<file path="config.mk">
export PLATFORM = sky130hd
export DESIGN_NAME = png_stored_rgb_encoder_unit
export DESIGN_NICKNAME = d
export VERILOG_FILES = /design/src/pngse_pkg.sv /design/src/pngse_cmdq.sv /design/src/pngse_front.sv /design/src/pngse_back.sv /design/src/png_stored_rgb_encoder_unit.sv
export SDC_FILE = /design/constraint.sdc
export NUM_CORES = 2
export LEC_CHECK = 0
export BUFFER_PORTS_ARGS = -buffer_cell sky130_fd_sc_hd__buf_2
export CAP_MARGIN = 20
export CORE_MARGIN = 2
export CORE_UTILIZATION = 29
export CTS_CLUSTER_DIAMETER = 80
export DETAILED_ROUTE_END_ITERATION = 6
export GPL_TIMING_DRIVEN = 0
export PLACE_DENSITY = 0.43
export SLEW_MARGIN = 20
export SYNTH_ARGS = -nofsm -noshare
export SYNTH_HDL_FRONTEND = slang
export SYNTH_SLANG_ARGS = --single-unit
</file>
<file path="constraint.sdc">
create_clock -name i_clk -period 9.62 [get_ports i_clk]
set_input_delay 0.962 -clock i_clk [delete_from_list [all_inputs] [get_ports i_clk]]
set_output_delay 0.962 -clock i_clk [all_outputs]
set_load 0.005 [all_outputs]
</file>
<file path="src/pngse_pkg.sv">
`timescale 1ns / 1ps
// ----------------------------------------------------------------------------
// pngse_pkg
// Shared types, constants and byte functions of the stored-deflate PNG encoder.
// ----------------------------------------------------------------------------
package pngse_pkg;

    localparam logic [31:0] CRC_POLY   = 32'hEDB88320;
    localparam logic [31:0] CRC_INIT   = 32'hFFFFFFFF;
    localparam logic [15:0] BLOCK_MAX  = 16'd65535;
    localparam logic [16:0] ADLER_MOD  = 17'd65521;
    localparam logic [13:0] CFG_W_RST  = 14'd320;
    localparam logic [13:0] CFG_H_RST  = 14'd200;
    localparam logic        CFG_IDX_W  = 1'b0;
    localparam logic        CFG_IDX_H  = 1'b1;
    localparam logic [5:0]  HDR_LAST   = 6'd42;
    localparam logic [5:0]  BLK_LAST   = 6'd4;
    localparam logic [5:0]  TRL_LAST   = 6'd19;
    localparam int          CMDQ_DEPTH = 4;
    localparam int          CMDQ_AW    = $clog2(CMDQ_DEPTH);

    // command word from the front to the back
    typedef struct packed {
        logic        tonly;   // trailer only, pixel ignored
        logic        fresh;   // first pixel of a file: header first
        logic        filt;    // first pixel of a row: filter byte first
        logic        trail;   // last pixel: trailer after the data
        logic [7:0]  red;
        logic [7:0]  green;
        logic [7:0]  blue;
        logic [13:0] width;
        logic [13:0] height;
    } t_cmd;

    typedef enum logic [2:0] {
        BS_IDLE,
        BS_HDR,
        BS_BLK,
        BS_DAT,
        BS_TRL
    } t_bstate;

    // one byte through the reflected CRC-32
    function automatic logic [31:0] crc_byte(input logic [31:0] c, input logic [7:0] b);
        logic [31:0] x;
        x = c ^ {24'd0, b};
        for (int k = 0; k < 8; k++) begin
            x = (x >> 1) ^ (CRC_POLY & {32{x[0]}});
        end
        return x;
    endfunction

    // file header: signature, IHDR, IDAT length and type, zlib header
    function automatic logic [7:0] hdr_byte(input logic [5:0] idx, input logic [13:0] w,
                                            input logic [13:0] h, input logic [31:0] crc,
                                            input logic [31:0] idat_len);
        logic [7:0] b;
        logic [31:0] nc;
        nc = ~crc;
        case (idx)
            6'd0:  b = 8'h89;
            6'd1:  b = 8'h50;
            6'd2:  b = 8'h4E;
            6'd3:  b = 8'h47;
            6'd4:  b = 8'h0D;
            6'd5:  b = 8'h0A;
            6'd6:  b = 8'h1A;
            6'd7:  b = 8'h0A;
            6'd11: b = 8'h0D;
            6'd12: b = 8'h49;
            6'd13: b = 8'h48;
            6'd14: b = 8'h44;
            6'd15: b = 8'h52;
            6'd18: b = {2'b00, w[13:8]};
            6'd19: b = w[7:0];
            6'd22: b = {2'b00, h[13:8]};
            6'd23: b = h[7:0];
            6'd24: b = 8'h08;
            6'd25: b = 8'h02;
            6'd29: b = nc[31:24];
            6'd30: b = nc[23:16];
            6'd31: b = nc[15:8];
            6'd32: b = nc[7:0];
            6'd33: b = idat_len[31:24];
            6'd34: b = idat_len[23:16];
            6'd35: b = idat_len[15:8];
            6'd36: b = idat_len[7:0];
            6'd37: b = 8'h49;
            6'd38: b = 8'h44;
            6'd39: b = 8'h41;
            6'd40: b = 8'h54;
            6'd41: b = 8'h78;
            6'd42: b = 8'h01;
            default: b = 8'h00;
        endcase
        return b;
    endfunction

    // trailer: Adler-32, IDAT CRC, IEND chunk
    function automatic logic [7:0] trl_byte(input logic [5:0] idx, input logic [15:0] ah,
                                            input logic [15:0] al, input logic [31:0] crc);
        logic [7:0] b;
        logic [31:0] nc;
        nc = ~crc;
        case (idx)
            6'd0:  b = ah[15:8];
            6'd1:  b = ah[7:0];
            6'd2:  b = al[15:8];
            6'd3:  b = al[7:0];
            6'd4:  b = nc[31:24];
            6'd5:  b = nc[23:16];
            6'd6:  b = nc[15:8];
            6'd7:  b = nc[7:0];
            6'd12: b = 8'h49;
            6'd13: b = 8'h45;
            6'd14: b = 8'h4E;
            6'd15: b = 8'h44;
            6'd16: b = 8'hAE;
            6'd17: b = 8'h42;
            6'd18: b = 8'h60;
            6'd19: b = 8'h82;
            default: b = 8'h00;
        endcase
        return b;
    endfunction

endpackage

</file>
<file path="src/pngse_cmdq.sv">
`timescale 1ns / 1ps
// ----------------------------------------------------------------------------
// pngse_cmdq
// Short command queue between the pixel front and the byte back end.
// ----------------------------------------------------------------------------
module pngse_cmdq (
    input  logic              i_clk,
    input  logic              i_rst_n,
    input  logic              i_push,
    input  pngse_pkg::t_cmd   i_cmd,
    output logic              o_full,
    input  logic              i_pop,
    output pngse_pkg::t_cmd   o_cmd,
    output logic              o_empty
);

    pngse_pkg::t_cmd                r_mem [pngse_pkg::CMDQ_DEPTH];
    logic [pngse_pkg::CMDQ_AW-1:0]  r_wr;
    logic [pngse_pkg::CMDQ_AW-1:0]  r_rd;
    logic [pngse_pkg::CMDQ_AW:0]    r_cnt;
    logic                           wr_en;
    logic                           rd_en;

    assign o_full  = (r_cnt == (pngse_pkg::CMDQ_AW+1)'(pngse_pkg::CMDQ_DEPTH));
    assign o_empty = (r_cnt == '0);
    assign wr_en   = i_push && !o_full;
    assign rd_en   = i_pop && !o_empty;
    assign o_cmd   = r_mem[r_rd];

    // storage
    always_ff @(posedge i_clk) begin
        if (wr_en) begin
            r_mem[r_wr] <= i_cmd;
        end
    end

    // pointers and fill count
    always_ff @(posedge i_clk) begin
        if (!i_rst_n) begin
            r_wr  <= '0;
            r_rd  <= '0;
            r_cnt <= '0;
        end else begin
            if (wr_en) r_wr <= r_wr + 1'b1;
            if (rd_en) r_rd <= r_rd + 1'b1;
            if (wr_en && !rd_en)      r_cnt <= r_cnt + 1'b1;
            else if (rd_en && !wr_en) r_cnt <= r_cnt - 1'b1;
        end
    end

endmodule

</file>
<file path="src/pngse_front.sv">
`timescale 1ns / 1ps
// ----------------------------------------------------------------------------
// pngse_front
// Pixel front end: tracks position in the image and classifies each pixel.
// ----------------------------------------------------------------------------
module pngse_front (
    input  logic              i_clk,
    input  logic              i_rst_n,
    input  logic              i_acc,
    input  logic [7:0]        i_red,
    input  logic [7:0]        i_green,
    input  logic [7:0]        i_blue,
    input  logic [13:0]       i_cfg_w,
    input  logic [13:0]       i_cfg_h,
    output pngse_pkg::t_cmd   o_cmd
);

    logic        r_hdr_sent;
    logic        r_trl_pend;
    logic [13:0] r_col;
    logic [13:0] r_row;
    logic [13:0] r_lat_w;
    logic [13:0] r_lat_h;

    logic        fresh;
    logic [13:0] w_eff;
    logic [13:0] h_eff;
    logic [13:0] col;
    logic [13:0] row;
    logic        last_col;
    logic        last_pix;

    // classify the incoming pixel
    always_comb begin
        fresh    = !r_hdr_sent;
        w_eff    = fresh ? ((i_cfg_w == '0) ? 14'd1 : i_cfg_w) : r_lat_w;
        h_eff    = fresh ? ((i_cfg_h == '0) ? 14'd1 : i_cfg_h) : r_lat_h;
        col      = fresh ? '0 : r_col;
        row      = fresh ? '0 : r_row;
        last_col = (col == w_eff - 14'd1);
        last_pix = last_col && (row == h_eff - 14'd1);

        o_cmd.tonly  = r_trl_pend;
        o_cmd.fresh  = fresh;
        o_cmd.filt   = (col == '0);
        o_cmd.trail  = last_pix && !fresh;
        o_cmd.red    = i_red;
        o_cmd.green  = i_green;
        o_cmd.blue   = i_blue;
        o_cmd.width  = w_eff;
        o_cmd.height = h_eff;
    end

    // position and file state
    always_ff @(posedge i_clk) begin
        if (!i_rst_n) begin
            r_hdr_sent <= 1'b0;
            r_trl_pend <= 1'b0;
            r_col      <= '0;
            r_row      <= '0;
            r_lat_w    <= '0;
            r_lat_h    <= '0;
        end else if (i_acc) begin
            if (r_trl_pend) begin
                r_trl_pend <= 1'b0;
                r_hdr_sent <= 1'b0;
            end else begin
                r_lat_w <= w_eff;
                r_lat_h <= h_eff;
                if (last_col) begin
                    r_col <= '0;
                    r_row <= row + 14'd1;
                end else begin
                    r_col <= col + 14'd1;
                    r_row <= row;
                end
                if (last_pix) begin
                    r_trl_pend <= fresh;
                    r_hdr_sent <= fresh;
                end else begin
                    r_hdr_sent <= 1'b1;
                end
            end
        end
    end

endmodule

</file>
<file path="src/pngse_back.sv">
`timescale 1ns / 1ps
// ----------------------------------------------------------------------------
// pngse_back
// Byte back end: sequences header, block headers, image bytes and trailer,
// keeps Adler-32 and CRC-32, and drives the output word register.
// ----------------------------------------------------------------------------
module pngse_back (
    input  logic              i_clk,
    input  logic              i_rst_n,
    input  pngse_pkg::t_cmd   i_cmd,
    input  logic              i_q_empty,
    output logic              o_q_pop,
    input  logic              i_pop,
    output logic              o_empty,
    output logic [7:0]        o_out_byte,
    output logic              o_run_end,
    output logic              o_file_end
);

    pngse_pkg::t_bstate r_state, n_state;
    logic [5:0]         r_idx, n_idx;
    logic [1:0]         r_dsel, n_dsel;
    pngse_pkg::t_cmd    r_cmd, n_cmd;
    logic [13:0]        r_bw, n_bw;
    logic [13:0]        r_bh, n_bh;
    logic [29:0]        r_size;
    logic [15:0]        r_nblk;
    logic [31:0]        r_idat_len;
    logic [29:0]        r_img_left, n_img_left;
    logic [15:0]        r_blk_left, n_blk_left;
    logic [15:0]        r_al, n_al;
    logic [15:0]        r_ah, n_ah;
    logic [31:0]        r_crc, n_crc;
    logic               r_ovalid;
    logic [7:0]         r_obyte;
    logic               r_orun;
    logic               r_ofile;

    logic               adv;
    logic               emit;
    logic [7:0]         byte_v;
    logic               crc_en;
    logic               crc_rst;
    logic               last_b;
    logic               file_b;
    logic               do_load;
    logic [15:0]        blen;
    logic               bfinal;
    logic [16:0]        s1, s2;
    logic [15:0]        al_new;
    logic [15:0]        row3;
    logic [30:0]        sz_rnd;
    logic [16:0]        part_sum;
    logic [15:0]        nblk_v;

    assign adv        = !r_ovalid || i_pop;
    assign o_empty    = !r_ovalid;
    assign o_out_byte = r_obyte;
    assign o_run_end  = r_orun;
    assign o_file_end = r_ofile;

    // image size and IDAT length from the latched dimensions, three stages
    always_comb begin
        row3     = {1'b0, r_bw, 1'b0} + {2'b00, r_bw} + 16'd1;
        sz_rnd   = {1'b0, r_size} + 31'(pngse_pkg::BLOCK_MAX) - 31'd1;
        part_sum = {2'b00, sz_rnd[30:16]} + {1'b0, sz_rnd[15:0]};
        if (part_sum >= {pngse_pkg::BLOCK_MAX, 1'b0})
            nblk_v = {1'b0, sz_rnd[30:16]} + 16'd2;
        else if (part_sum >= {1'b0, pngse_pkg::BLOCK_MAX})
            nblk_v = {1'b0, sz_rnd[30:16]} + 16'd1;
        else
            nblk_v = {1'b0, sz_rnd[30:16]};
    end

    always_ff @(posedge i_clk) begin
        r_size     <= {16'd0, r_bh} * {14'd0, row3};
        r_nblk     <= nblk_v;
        r_idat_len <= 32'(r_size) + {14'd0, r_nblk, 2'b00} + 32'(r_nblk) + 32'd6;
    end

    // stored block header fields
    always_comb begin
        bfinal = (r_img_left <= 30'(pngse_pkg::BLOCK_MAX));
        blen   = bfinal ? r_img_left[15:0] : pngse_pkg::BLOCK_MAX;
    end

    // sequencer
    always_comb begin
        n_state    = r_state;
        n_idx      = r_idx;
        n_dsel     = r_dsel;
        n_cmd      = r_cmd;
        n_bw       = r_bw;
        n_bh       = r_bh;
        n_img_left = r_img_left;
        n_blk_left = r_blk_left;
        n_al       = r_al;
        n_ah       = r_ah;
        emit       = 1'b0;
        byte_v     = 8'h00;
        crc_en     = 1'b0;
        crc_rst    = 1'b0;
        last_b     = 1'b0;
        file_b     = 1'b0;
        do_load    = 1'b0;
        o_q_pop    = 1'b0;
        s1         = '0;
        s2         = '0;
        al_new     = '0;

        if (adv) begin
            case (r_state)
                pngse_pkg::BS_IDLE: begin
                    do_load = 1'b1;
                end
                pngse_pkg::BS_HDR: begin
                    emit    = 1'b1;
                    byte_v  = pngse_pkg::hdr_byte(r_idx, r_bw, r_bh, r_crc, r_idat_len);
                    crc_en  = (r_idx >= 6'd12 && r_idx <= 6'd28) || (r_idx >= 6'd37);
                    crc_rst = (r_idx == 6'd12) || (r_idx == 6'd37);
                    if (r_idx == pngse_pkg::HDR_LAST) begin
                        n_img_left = r_size;
                        n_blk_left = '0;
                        n_al       = 16'd1;
                        n_ah       = 16'd0;
                        n_dsel     = r_cmd.filt ? 2'd0 : 2'd1;
                        n_state    = pngse_pkg::BS_BLK;
                        n_idx      = '0;
                    end else begin
                        n_idx = r_idx + 6'd1;
                    end
                end
                pngse_pkg::BS_BLK: begin
                    emit   = 1'b1;
                    crc_en = 1'b1;
                    case (r_idx)
                        6'd0:    byte_v = {7'd0, bfinal};
                        6'd1:    byte_v = blen[7:0];
                        6'd2:    byte_v = blen[15:8];
                        6'd3:    byte_v = ~blen[7:0];
                        default: byte_v = ~blen[15:8];
                    endcase
                    if (r_idx == pngse_pkg::BLK_LAST) begin
                        n_blk_left = blen;
                        n_state    = pngse_pkg::BS_DAT;
                        n_idx      = '0;
                    end else begin
                        n_idx = r_idx + 6'd1;
                    end
                end
                pngse_pkg::BS_DAT: begin
                    emit   = 1'b1;
                    crc_en = 1'b1;
                    case (r_dsel)
                        2'd0:    byte_v = 8'h00;
                        2'd1:    byte_v = r_cmd.red;
                        2'd2:    byte_v = r_cmd.green;
                        default: byte_v = r_cmd.blue;
                    endcase
                    n_blk_left = r_blk_left - 16'd1;
                    n_img_left = r_img_left - 30'd1;
                    // Adler-32 update
                    s1     = {1'b0, r_al} + {9'd0, byte_v};
                    al_new = (s1 >= pngse_pkg::ADLER_MOD) ? 16'(s1 - pngse_pkg::ADLER_MOD)
                                                          : s1[15:0];
                    s2     = {1'b0, r_ah} + {1'b0, al_new};
                    n_al   = al_new;
                    n_ah   = (s2 >= pngse_pkg::ADLER_MOD) ? 16'(s2 - pngse_pkg::ADLER_MOD)
                                                          : s2[15:0];
                    if (r_dsel == 2'd3) begin
                        if (r_cmd.trail) begin
                            n_state = pngse_pkg::BS_TRL;
                            n_idx   = '0;
                        end else begin
                            last_b  = 1'b1;
                            do_load = 1'b1;
                        end
                    end else begin
                        n_dsel  = r_dsel + 2'd1;
                        n_state = (n_blk_left == '0) ? pngse_pkg::BS_BLK : pngse_pkg::BS_DAT;
                        n_idx   = '0;
                    end
                end
                pngse_pkg::BS_TRL: begin
                    emit   = 1'b1;
                    byte_v = pngse_pkg::trl_byte(r_idx, r_ah, r_al, r_crc);
                    crc_en = (r_idx < 6'd4);
                    if (r_idx == pngse_pkg::TRL_LAST) begin
                        last_b  = 1'b1;
                        file_b  = 1'b1;
                        do_load = 1'b1;
                    end else begin
                        n_idx = r_idx + 6'd1;
                    end
                end
                default: begin
                    n_state = pngse_pkg::BS_IDLE;
                end
            endcase

            // take the next command word
            if (do_load) begin
                n_idx = '0;
                if (!i_q_empty) begin
                    o_q_pop = 1'b1;
                    n_cmd   = i_cmd;
                    if (i_cmd.tonly) begin
                        n_state = pngse_pkg::BS_TRL;
                    end else if (i_cmd.fresh) begin
                        n_state = pngse_pkg::BS_HDR;
                        n_bw    = i_cmd.width;
                        n_bh    = i_cmd.height;
                    end else begin
                        n_dsel  = i_cmd.filt ? 2'd0 : 2'd1;
                        n_state = (n_blk_left == '0) ? pngse_pkg::BS_BLK : pngse_pkg::BS_DAT;
                    end
                end else begin
                    n_state = pngse_pkg::BS_IDLE;
                end
            end
        end
    end

    // running CRC
    always_comb begin
        n_crc = r_crc;
        if (emit && crc_en) begin
            n_crc = pngse_pkg::crc_byte(crc_rst ? pngse_pkg::CRC_INIT : r_crc, byte_v);
        end
    end

    // sequencer state
    always_ff @(posedge i_clk) begin
        if (!i_rst_n) begin
            r_state <= pngse_pkg::BS_IDLE;
        end else begin
            r_state <= n_state;
        end
    end

    // datapath registers
    always_ff @(posedge i_clk) begin
        r_idx      <= n_idx;
        r_dsel     <= n_dsel;
        r_cmd      <= n_cmd;
        r_bw       <= n_bw;
        r_bh       <= n_bh;
        r_img_left <= n_img_left;
        r_blk_left <= n_blk_left;
        r_al       <= n_al;
        r_ah       <= n_ah;
        r_crc      <= n_crc;
    end

    // output word register
    always_ff @(posedge i_clk) begin
        if (!i_rst_n) begin
            r_ovalid <= 1'b0;
        end else if (adv) begin
            r_ovalid <= emit;
        end
    end

    always_ff @(posedge i_clk) begin
        if (adv) begin
            r_obyte <= byte_v;
            r_orun  <= last_b;
            r_ofile <= file_b;
        end
    end

    // checks
    a_file_run: assert property (@(posedge i_clk) disable iff (!i_rst_n)
        r_ovalid && r_ofile |-> r_orun)
        else $error("file end without run end");

    a_dat_blk: assert property (@(posedge i_clk) disable iff (!i_rst_n)
        r_state == pngse_pkg::BS_DAT |-> r_blk_left != '0)
        else $error("image byte outside a stored block");

    a_blk_img: assert property (@(posedge i_clk) disable iff (!i_rst_n)
        r_state == pngse_pkg::BS_BLK |-> r_img_left != '0)
        else $error("block header with no image bytes left");

    a_hdr_idx: assert property (@(posedge i_clk) disable iff (!i_rst_n)
        r_state == pngse_pkg::BS_HDR |-> r_idx <= pngse_pkg::HDR_LAST)
        else $error("header index out of range");

endmodule

</file>
<file path="src/png_stored_rgb_encoder_unit.sv">
`timescale 1ns / 1ps
// ----------------------------------------------------------------------------
// png_stored_rgb_encoder_unit
// Streams RGB pixels into the bytes of an uncompressed truecolor PNG file.
// ----------------------------------------------------------------------------
// Usage:
//   Pixels enter in raster order on push/full (word taken when push && !full).
//   File bytes leave on empty/pop, one byte per word; run_end marks the last
//   byte caused by a pixel, file_end the last byte of the file.
//   Width and height are written on the cfg port while the block is idle and
//   are sampled on the first pixel of each file (zero counts as one).
// Throughput: one output byte per cycle while pop is high and work is queued,
//   set by the single output register. A pixel yields 3 bytes, 4 at the start
//   of a row, plus 5 bytes per stored block header, 43 for the file header and
//   20 for the trailer. From an idle back end, a pixel passes the queue
//   and sequencer registers, then its first byte is registered for output.
// A four-word command queue lets pixels enter while bytes still drain; full
// rises when it fills. When the receiver stalls, the current byte holds and
// the back end waits; nothing is lost. Reset clears all sequencing state and
// restores width 320 and height 200.
// ----------------------------------------------------------------------------
module png_stored_rgb_encoder_unit (
    input  logic        i_clk,
    input  logic        i_rst_n,
    input  logic        push,
    output logic        full,
    input  logic [7:0]  i_red,
    input  logic [7:0]  i_green,
    input  logic [7:0]  i_blue,
    output logic        empty,
    input  logic        pop,
    output logic [7:0]  o_out_byte,
    output logic        o_run_end,
    output logic        o_file_end,
    input  logic        i_cfg_wr_en,
    input  logic        i_cfg_idx,
    input  logic [13:0] i_cfg_data
);

    logic [13:0]     r_cfg_w;
    logic [13:0]     r_cfg_h;
    pngse_pkg::t_cmd f_cmd;
    pngse_pkg::t_cmd q_cmd;
    logic            acc;
    logic            q_empty;
    logic            q_pop;

    assign acc = push && !full;

    // configuration registers
    always_ff @(posedge i_clk) begin
        if (!i_rst_n) begin
            r_cfg_w <= pngse_pkg::CFG_W_RST;
            r_cfg_h <= pngse_pkg::CFG_H_RST;
        end else if (i_cfg_wr_en) begin
            if (i_cfg_idx == pngse_pkg::CFG_IDX_W) r_cfg_w <= i_cfg_data;
            if (i_cfg_idx == pngse_pkg::CFG_IDX_H) r_cfg_h <= i_cfg_data;
        end
    end

    pngse_front u_front (
        .i_clk   (i_clk),
        .i_rst_n (i_rst_n),
        .i_acc   (acc),
        .i_red   (i_red),
        .i_green (i_green),
        .i_blue  (i_blue),
        .i_cfg_w (r_cfg_w),
        .i_cfg_h (r_cfg_h),
        .o_cmd   (f_cmd)
    );

    pngse_cmdq u_cmdq (
        .i_clk   (i_clk),
        .i_rst_n (i_rst_n),
        .i_push  (acc),
        .i_cmd   (f_cmd),
        .o_full  (full),
        .i_pop   (q_pop),
        .o_cmd   (q_cmd),
        .o_empty (q_empty)
    );

    pngse_back u_back (
        .i_clk      (i_clk),
        .i_rst_n    (i_rst_n),
        .i_cmd      (q_cmd),
        .i_q_empty  (q_empty),
        .o_q_pop    (q_pop),
        .i_pop      (pop),
        .o_empty    (empty),
        .o_out_byte (o_out_byte),
        .o_run_end  (o_run_end),
        .o_file_end (o_file_end)
    );

endmodule
</file>
# After elaboration in Yosys (flattened, before gate mapping)
# Memories as Yosys holds them, arrays and structs flattened. A register that Yosys moved wholly into a read port is not among the register bits.
# Cells that the tools add are included.
# W data, S select, Z words.
# classes
n_addsub,26
multipliers,1
magnitude_cmp,9
eq_ne,50
mux,83
n_bitwise,16
reduce_logical,45
# ops
op,count
$xor A31 B32 Y32,8
$pmux W8 S29,1
$mux W16,10
$pmux W8 S16,1
$mux W14,8
$eq A6 B5 Y1 const B,11
$eq A6 B6 Y1 const B,11
$pmux W16 S2,2
$pmux W8 S4,2
$pmux W30 S2,1
$ge A17 B16 Y1 const B,3
$pmux W16 S3,1
$logic_not A14 Y1,3
$add A32 B16 Y32,1
$add A32 B3 Y32 const B,1
$logic_not A16 Y1,2
$mux W32,1
$not A32 Y32,1
$sub A16 B16 Y16 const B,2
$xor A32 B8 Y32,1
$add A30 B16 Y31 const B,1
$add A30 B18 Y31,1
$sub A31 B1 Y31 const B,1
$eq A6 B4 Y1 const B,5
63 further kinds,151
# word_totals
reg_bits,357
ram_bits,224
in_bits,44
n_memories,1
# memory_table
memory,words,word_bits,rd,rd_ports_with_merged_regs,wr,line_no,source
u_cmdq.r_mem,4,56,1,1,1,pngse_cmdq.sv:17,pngse_pkg::t_cmd r_mem [pngse_pkg::CMDQ_DEPTH];

# Logic depth before layout (Yosys ltp)
# logic_depth
word_depth,15
depth_mapped,37
mapped_depth_nobuf,35

# Cells and area by module
# From an unflattened synthesis, not the netlist that was laid out.
# unflattened
cells_unflattened,4030
hier_area_um2,40929.3
# modules_own_cells
module,instances,cells_per_inst,area_per_inst_um2
pngse_back,1,2971,26714.4
pngse_cmdq,1,340,8598.2
pngse_front,1,603,4499.3
png_stored_rgb_encoder_unit,1,116,1117.3

# Least setup slack after synthesis
# OpenSTA, ideal clock, no wires.
# synth_timing
path_type,register -> register
from,register u_back.r_bw[0]
to,register u_back.r_size[24]
setup_time_ps,127
arrival_ps,8069
setup_slack_ps,1424
path_stages_with_launch,38
path_buffers,2
synth_period_minus_slack_ps,8196
path_cell_list,edfxtp_1 > clkbuf_1 > inv_1 > fa_1 > nor2b_1 > o21ai_0 > a21boi_0 > o21ai_0 > a21boi_0 > o21a_1 > o21a_1 > o21ai_0 > a21boi_0 > nor2_1 > clkbuf_1 > and2_1 > fa_1 > inv_1 > [2 not listed] > fa_1 > inv_1 > fa_1 > inv_1 > fa_1 > inv_1 > ha_1 > a21o_1 > a21o_1 > a21oi_1 > nor2b_1 > a41oi_1 > o211ai_1 > a31oi_1 > nor2_1 > nor2_1 > o21ai_0 > xor2_1
# synth_via
elab_chain_cells,3
# synth_rtl
item,line_no,source
start: declaration,pngse_back.sv:24,"logic [13:0] r_bw, n_bw;"
start signal: assignment,pngse_back.sv:246,r_bw <= n_bw;
$add A15 B14 Y16,pngse_back.sv:64,"row3 = {1'b0, r_bw, 1'b0} + {2'b00, r_bw} + 16'd1;"
$add A16 B1 Y16,pngse_back.sv:64,
$mul A14 B16 Y30,pngse_back.sv:76,"r_size <= {16'd0, r_bh} * {14'd0, row3};"
end signal: assignment,pngse_back.sv:76,
end: declaration,pngse_back.sv:26,logic [29:0] r_size;
# Every way passes these cells.
# A chain may end at the register's enable or synchronous reset.

# Worst setup path in the final report
# layout_timing
from,register u_back.r_bw[0]
to,register u_back.r_size[27]
# The elaborated chain is that of the path after synthesis.

==> summary.md <==
| Metric | Value |
|---|---|
| Sequential cell area fraction in the yosys report | 0.3924 |
| Port Buffers | 55 |
| Syn-to-layout area delta | 13.10% |
| Post-synth ARST share | 0 |
| CP Max Fanout | 10 |
| Pin count of the biggest net entering global routing | 37 |
| Final Hold Viols | 0 |
| CTS Buf Count | 69 |
| Fin crit period | 9017 ps |
| H-Tree Level Count | 3 |
| Die area | 141300 um^2 |
| # hold bufs at CTS | 0 |
| Initial Utilization | 0.2920 |
| Post-route insts no fill | 5990 |
| Post-placement cell count | 5856 |
| Final Max Tran Viols | 0 |
| Ant diodes | 0 |
| Die width | 375.9 um |
| Post-layout util | 0.3303 |
| Setup TNS after final layout | 0 ps |
| RSZ-0062 raised after global routing | false |
| Clk_lat worst skew | 650 ps |
| Worst Max-Slew Pin Slew | 1045 ps |
| DR vias | 30640 |
| Area contributors post-synth | edfxtp_1, dfxtp_1, fa_1 |
| Final period util | 0.9373 |
| Core footprint | 137300 um^2 |
| Dpl hpwl | 102500 um |
| Synth Flop Type | edfxtp_1 |
| Relative slew slack | 0.2833 |
| Vias in the first global route | 30910 |
| Area leader, netlist | edfxtp_1 |
| Root Driver | clkbuf_16 |
| Critical Path AT | 9570 ps |
| Slowest stage delay, CP | 560 ps |
| Overall Global Routing Usage | 0.1873 |
| Worst EP required | 10170 ps |
| Final wirelength | 133100 um |
| Synth warnings | 0 |
| Iteration-0 DRC Markers | 2506 |
| Initial antenna violation count | 5 |
| Most common cell on crit path | fa_1 |
| CP startpoint kind | register |
| Share of cells above drive strength 1 | 0.08961 |
| Drc violations | 0 |
| Status | finished, final reports clean |
| # setup viols final | 0 |
| Fin Clk Skew | 34.65 ps |
| First-pass GRT wire length | 201500 um |
| ANT nets after route | 0 |
| Worst hold path type | reg -> reg |
| Max Cap Viol | 0 |
| Critical Setup Path Class | reg -> reg |
| Total gr overflow | 0 |
| GP Congestion | 0.9467 |
| EDFF count, synth | 406 |
| CTS tree | built |
| CP delay by family, top | adder cells |
| Fin nets | 4581 |
| Height of the chip | 375.9 um |
| Crit. End Element | register |
| Syn Inst Count | 3991 |
| Routed WL per cell | 22.22 um |
| Flops & latches, synth | 583 |
| Clk slew on worst S/H paths | 60 ps |
| Slowest CP cell | fa_1 |
| Syn avg cell area | 10.05 um^2 |
| First drt pass iteration count | 6 |
| Synth Cell Area | 40100 um^2 |
| Top achievable clock speed | 110.9 MHz |
| Num rows | 136 |
| Post-synthesis cell type count | 101 |
| Via/cell ratio | 5.115 |
| Layout fillers | 14080 |
| Synth top area share | 0.3040 |
| CTS sink count | 583 |
| Max clock buf depth | 3 |
| Buf/Inv on CP | 5 |
| I/O pin total | 56 |
## cells by family after synthesis
family / Yosys count / synth area share
simple gates: 1374 / 0.1656
compound gates: 763 / 0.1257
flops: 583 / 0.3924
buf+inv: 450 / 0.04284
fa+ha+maj: 396 / 0.1558
xor+xnor: 306 / 0.06948
mux: 118 / 0.04811
other cells: 1 / 0.00009351
## worst paths after layout
| path | startpoint | endpoint | slack, ps | cells after the start |
|---|---|---|---|---|
| worst max-delay path | u_back.r_bw[0]$_DFFE_PP_ | u_back.r_size[27]$_DFF_P_ | 600 | 33 |
| worst min-delay path | u_front.r_lat_h[7]$_SDFFE_PN0P_ | u_front.r_lat_h[7]$_SDFFE_PN0P_ | 450 | 2 |
| worst max register to register | u_back.r_bw[0]$_DFFE_PP_ | u_back.r_size[27]$_DFF_P_ | 600 | 33 |
| worst min register to register | u_front.r_lat_h[7]$_SDFFE_PN0P_ | u_front.r_lat_h[7]$_SDFFE_PN0P_ | 450 | 2 |
## layer usage
| metal | up-vias | GRT usage | part of all wire |
|---|---|---|---|
| li1 | 14490 | - | - |
| met1 | 15290 | 0.2689 | 0.48 |
| met2 | 689 | 0.3004 | 0.45 |
| met3 | 172 | 0.01940 | 0.036 |
| met4 | 2 | 0.04789 | 0.026 |
| met5 | - | 0 | 0.000098 |
## placed cells by master (no fill, tap or decap), types with 16 or more instances in the layout
cell / n
o21a_1: 22
nor3_1: 110
mux2_2: 25
ha_1: 224
a21oi_1: 216
nand4_1: 22
or3_1: 32
clkbuf_1: 129
edfxtp_1: 406
nor2b_1: 51
o221ai_1: 22
o31ai_1: 16
a31oi_1: 22
xnor2_1: 188
or2_2: 22
a21o_1: 58
mux4_2: 56
mux2i_1: 35
nor4_1: 34
nand3_1: 94
and3_1: 29
o211ai_1: 17
a22oi_1: 24
nand2b_1: 56
clkbuf_16: 70
o21ai_0: 151
inv_1: 290
buf_1: 16
nand3b_1: 16
nand2_1: 445
dfxtp_1: 177
buf_2: 67
nor2_1: 288
xor2_1: 106
fa_1: 172
and2_1: 102
a21boi_0: 21
## synthesized netlist by cell type (all sizes together), types with 108 or more instances
library cell and count:
inv 293, a21oi 218, edfxtp 406, ha 224, nand2 445, dfxtp 177, xor2 108, xnor2 196
nor2 298, clkbuf 125, and2 108, o21ai 160, nor3 112, fa 172
## flip-flops by register name (all words and copies together) (netlist names), 8 cells and up, named ones only
signal,count
r_cfg_h,14
r_cfg_w,14
u_back.o_out_byte,8
u_back.r_ah,16
u_back.r_al,16
u_back.r_bh,14
u_back.r_blk_left,16
u_back.r_bw,14
u_back.r_cmd,26
u_back.r_crc,32
u_back.r_idat_len,32
u_back.r_img_left,30
u_back.r_nblk,16
u_back.r_size,30
u_cmdq.r_mem,224
u_front.r_col,14
u_front.r_lat_h,14
u_front.r_lat_w,14
u_front.r_row,14
## worst min-delay path, delay by kind of cell, from the launching register on
kind	cells	cell delay, ps
compound gates	1	50
flops	1	300
simple gates	1	50
## timing repair
action | CTS | global route
pin swaps | 0 | 2
endpoints found under the setup margin | 13 | 24
hold endpoints to repair | 0 | 0
buffers inserted | 2 | 7
gates resized for setup | 2 | 39
## stage by stage
| stage | area [um^2] | worst slack (ps) | hold slack (ps) |
|---|---|---|---|
| floorplan | 40110 | 1424 | 432.9 |
| global placement | 42630 | -1616 | 440.6 |
| detailed placement | 42910 | -527.9 | 447.9 |
| CTS | 45250 | 20.63 | 455.9 |
| global route | 45350 | 25.25 | 468.4 |
| finish | 45350 | 603.3 | 453.8 |
## cell type report
cell class / count / area [um^2] / area share
multi-input combinational: 2959 / 22730 / 0.5013
sequential: 583 / 15740 / 0.3469
tap: 1794 / 2245 / 0.04949
clock buffer: 90 / 1887 / 0.04160
inverter: 295 / 1111 / 0.02450
buffer: 154 / 635.6 / 0.01401
timing repair buffer: 79 / 579.3 / 0.01277
clock inverter: 36 / 427.9 / 0.009435
Power is not shown: default switching activity piles up to over one toggle a cycle in this logic, so the estimate is an artifact.
